$ cat config.mk
export PLATFORM = sky130hd
export DESIGN_NAME = vri_oam
export DESIGN_NICKNAME = d
export VERILOG_FILES = /design/src/rtl/vri_pkg.sv /design/src/rtl/vri_oam.sv
export SDC_FILE = /design/constraint.sdc
export NUM_CORES = 2
export LEC_CHECK = 0
export ABC_AREA = 1
export BUFFER_PORTS_ARGS = -buffer_cell sky130_fd_sc_hd__buf_2
export CORE_ASPECT_RATIO = 0.9
export CORE_UTILIZATION = 35
export DETAILED_ROUTE_END_ITERATION = 7
export PLACE_DENSITY = 0.46
export SYNTH_ARGS = -nofsm -noshare
export SYNTH_HDL_FRONTEND = slang
export SYNTH_SLANG_ARGS = --single-unit
export TNS_END_PERCENT = 10
$ cat constraint.sdc
create_clock -name clk -period 13.3 [get_ports clk]
set_input_delay 2.66 -clock clk [delete_from_list [all_inputs] [get_ports clk]]
set_output_delay 2.66 -clock clk [all_outputs]
set_load 0.02 [all_outputs]
$ cat src/rtl/vri_pkg.sv
`timescale 1ns / 1ps

package vri_pkg;

  localparam int NAMETABLE_DEPTH = 4096;
  localparam int PATTERN_DEPTH   = 8192;
  localparam int SPRITE_DEPTH    = 256;
  localparam int PALETTE_DEPTH   = 32;

  localparam int NT_AW  = $clog2(NAMETABLE_DEPTH);
  localparam int PAT_AW = $clog2(PATTERN_DEPTH);
  localparam int SPR_AW = $clog2(SPRITE_DEPTH);
  localparam int PAL_AW = $clog2(PALETTE_DEPTH);

  localparam logic [2:0] MIR_HORZ = 3'd0;
  localparam logic [2:0] MIR_VERT = 3'd1;
  localparam logic [2:0] MIR_LOW  = 3'd2;
  localparam logic [2:0] MIR_HIGH = 3'd3;

  localparam logic [5:0] PAL_PAGE = 6'h3F;

  typedef enum logic [1:0] {
    OP_READ      = 2'd0,
    OP_WRITE     = 2'd1,
    OP_VBLANK    = 2'd2,
    OP_PRERENDER = 2'd3
  } op_t;

  typedef enum logic [2:0] {
    REG_CTRL     = 3'd0,
    REG_MASK     = 3'd1,
    REG_STATUS   = 3'd2,
    REG_OAM_ADDR = 3'd3,
    REG_OAM_DATA = 3'd4,
    REG_SCROLL   = 3'd5,
    REG_ADDR     = 3'd6,
    REG_DATA     = 3'd7
  } reg_t;

  typedef enum logic [2:0] {
    SEL_NONE,
    SEL_STATUS,
    SEL_OAM,
    SEL_BUF,
    SEL_PAL
  } sel_t;

  typedef struct packed {
    logic              en;
    logic [PAT_AW-1:0] idx;
  } clr_t;

  typedef struct packed {
    logic        rd_en;
    logic        wr_en;
    logic [13:0] addr;
    logic [7:0]  wdata;
  } vmem_req_t;

  typedef struct packed {
    logic [7:0] pat;
    logic [7:0] nt;
    logic [5:0] pal;
  } vmem_rsp_t;

  typedef struct packed {
    logic              rd_en;
    logic              wr_en;
    logic [SPR_AW-1:0] addr;
    logic [7:0]        wdata;
  } oam_req_t;

endpackage

$ cat src/rtl/vri_oam.sv
`timescale 1ns / 1ps

module vri_oam
  import vri_pkg::*;
(
  input  logic       clk,
  input  oam_req_t   req,
  input  clr_t       clr,
  output logic [7:0] rdata
);

  logic [7:0] mem [SPRITE_DEPTH];

  always_ff @(posedge clk) begin
    if (clr.en) begin
      mem[clr.idx[SPR_AW-1:0]] <= 8'd0;
    end else if (req.wr_en) begin
      mem[req.addr] <= req.wdata;
    end
    if (req.rd_en) begin
      rdata <= mem[req.addr];
    end
  end

endmodule

==> flow_metrics.env <==
export IMPL_cts_root_buf="clkbuf_16"
export IMPL_grtUsageTotal_pct=20.0
export IMPL_wire_per_inst_um=24.1
export IMPL_num_rows=169
export IMPL_nNetsFinal=6935
export IMPL_arrival_ns=7.18
export IMPL_setup_slack_ns=6.82
export IMPL_cp_max_fo=71
export IMPL_setup_viol=0
export IMPL_worstPathCellList="buf_8 > buf_4 > buf_4 > buf_4 > buf_4 > nand2_1 > nand3_1 > nand3_1 > nand3_1 > nand3_1 > nand3_1 > nand3_1 > nand2_1 > nand2_1 > nand2_1"
export IMPL_cp_required_ns=14.00
export IMPL_critPathBufInv=5
export IMPL_dr_total_vias=52900
export IMPL_die_w_um=518
export IMPL_io_pins=41
export IMPL_maxCapViolCount=0
export IMPL_critPathMostFrequentCell="nand3_1"
export IMPL_max_freq_mhz=154
export IMPL_tightest_slew_ns=1.20
export IMPL_drive_gt1_share_pct=6.26
export IMPL_clkPwrFrac_pct=41.8
export IMPL_place_ws_ns=6.06
export IMPL_grt_pass1_wl_um=356000
export IMPL_ant_nets=0
export IMPL_end_kind="register"
export IMPL_synth_nets=7083
export IMPL_layout_min_cycle_time_ns=6.48
export IMPL_htreeDepth=4
export IMPL_cts_setup_buffers=0
export IMPL_yosys_warnings=0
export IMPL_status="finished clean"
export IMPL_p_switching_w=0.00319
export IMPL_io_buffers=35
export IMPL_fin_setup_tns_ns=0
export IMPL_cpLargestDelayFamily="buffers and inverters"
export IMPL_grt_overflow=0
export IMPL_relSlewSlack_pct=19.6
export IMPL_finClkSkew_ns=0.0344
export IMPL_core_sq_mm=0.237
export IMPL_layout_common_cells="nand2_1 (2102), edfxtp_1 (2056), nand3_1 (2016)"
export IMPL_reg2regPathDepth=10
export IMPL_area_growth_pct=11.0
export IMPL_p_int_w=0.0106
export IMPL_slew_viol_final=0
export IMPL_grt_max_degree=258
export IMPL_grt_pass1_vias=49900
export IMPL_clk_latency_ns=0.89
export IMPL_syn_area_sq_mm=0.0837
export IMPL_first_iter_violations=5056
export IMPL_ir_worst_vdd_uv=109
export IMPL_layout_commonest_cell="nand2_1"
export IMPL_ys_seq_area_share_pct=73.7
export IMPL_grt_antenna_before_repair=12
export IMPL_p_sw_share_pct=23.1
export IMPL_p_comb_share_pct=6.4
export IMPL_ctsResizeCount=0
export IMPL_cts_tree="done"
export IMPL_synthCells=7050
export IMPL_cts_sinks=2056
export IMPL_clkTransAtPathRegs_ns=0.06
export IMPL_dr_pass1_iters=5
export IMPL_syn_avg_cell_area_sq_um=11.9
export IMPL_critical_path_class="in2reg"
export IMPL_powerDensity_mw_per_mm2=148
export IMPL_synth_distinct_cells=22
export IMPL_post_route_period_util_pct=48.7
export IMPL_finalHoldViolations=0
export IMPL_drc=0
export IMPL_power_frac_seq_pct=51.8
export IMPL_hold_depth=10
export IMPL_initial_core_util_pct=35.4
export IMPL_hpwl_um=132000
export IMPL_fillers=22600
export IMPL_critPathSlowestCell="buf_4"
export IMPL_dieHeight_um=466
export IMPL_synth_seq_cells=2056
export IMPL_hp_class="reg2reg"
export IMPL_gp_congestion=0.829
export IMPL_postCtsHoldBufs=0
export IMPL_worst_path_stages=15
export IMPL_wirelength_um=246000
export IMPL_clock_path_buffers=4
export IMPL_die_area_sq_mm=0.241
export IMPL_startpoint_type="input pin"
export IMPL_worst_path_largest_cell_delay_ns=0.76
export IMPL_p_leak_nw=30.6
export IMPL_vias_per_cell=5.17
export IMPL_cts_buffers=216
export IMPL_rsz0062_at_grt="no"
## synthesized netlist by cell type (all sizes together)
master	instances	area share [%]
buf	414	2.6
clkbuf	70	0.31
clkinv	1	0.0045
edfxtp	2056	74
inv	57	0.26
nand2	2129	9.6
nand3	2017	12
nor2	297	1.4
nor3	1	0.019
o21ai	8	0.079
## layer usage
metal,track usage (%),up-vias,share of wire [%]
met5,0,-,0.0053
met4,4.98,2,2.5
met3,2.91,322,5.7
met2,31.3,1463,46
met1,29.1,26400,46
li1,-,24700,-
## final cells by class
| cell class | count | area [sq um] | area share, % |
|---|---|---|---|
| Timing Repair Buffer | 118 | 975 | 1.05 |
| Sequential cell | 2056 | 61700 | 66.4 |
| Inverter | 58 | 256 | 0.276 |
| Clock buffer | 273 | 5640 | 6.07 |
| Multi-Input combinational cell | 4452 | 19500 | 20.9 |
| Clock inverter | 106 | 887 | 0.955 |
| Tap cell | 3163 | 3960 | 4.26 |
| Antenna cell | 4 | 10.0 | 0.0108 |
## metrics by stage
step / cells / cell area [sq um] / hold WS [ns] / power [W] / util [%]
3_3_place_gp: 9847 / 86400 / 1.11 / 0.00817 / 36.5
3_5_place_dp: 9847 / 86400 / 1.11 / 0.00817 / 36.5
6_report: 10200 / 92900 / 1.13 / 0.0138 / 39.3
5_1_grt: 10200 / 92900 / 1.21 / 0.0142 / 39.3
2_1_floorplan: 7050 / 83700 / 0.911 / 0.00784 / -
4_1_cts: 10200 / 92900 / 1.12 / 0.0139 / 39.3
## power groups by stage
stage / Clock (W) / Sequential [W] / Combinational (W)
global route: 0.00611 / 0.00714 / 0.000961
floorplan: 0 / 0.00730 / 0.000536
CTS: 0.00589 / 0.00714 / 0.000891
finish: 0.00577 / 0.00714 / 0.000884
detailed placement: 0 / 0.00728 / 0.000890
global placement: 0 / 0.00728 / 0.000885
## path summary, 6_finish.rpt
path,start,to,slack (ns)
worst max-delay path,req[8],rdata[7],6.82
worst min-delay path,mem[145][5],rdata[5],1.13
worst max register to register,mem[47][3],rdata[3],10.92
worst min register to register,mem[145][5],rdata[5],1.13
## flip-flops by register name (all words and copies together) (netlist names)
register,cells
rdata,8
mem,2048
## worst min-delay path, cell delays in order, from the launching register on
cell and delay (ns):
edfxtp_1 0.31, nand2_1 0.05, nand3_1 0.07, nand3_1 0.06, nand3_1 0.06, nand3_1 0.06, nand3_1 0.07, nand3_1 0.07
nand2_1 0.06, nand2_1 0.04, nand2_1 0.13
## cells by family (layout without fill, tap and decap cells)
group | Yosys count | in the layout | synth area share, %
buffers and inverters | 542 | 555 | 3.15
AND/OR/NAND/NOR | 4444 | 4444 | 23.0
flip-flops | 2056 | 2056 | 73.7
AO/OA/AOI/OAI | 8 | 8 | 0.0792
other | 0 | 4 | 0
No activity file was read; power rests on OpenSTA's default activity.
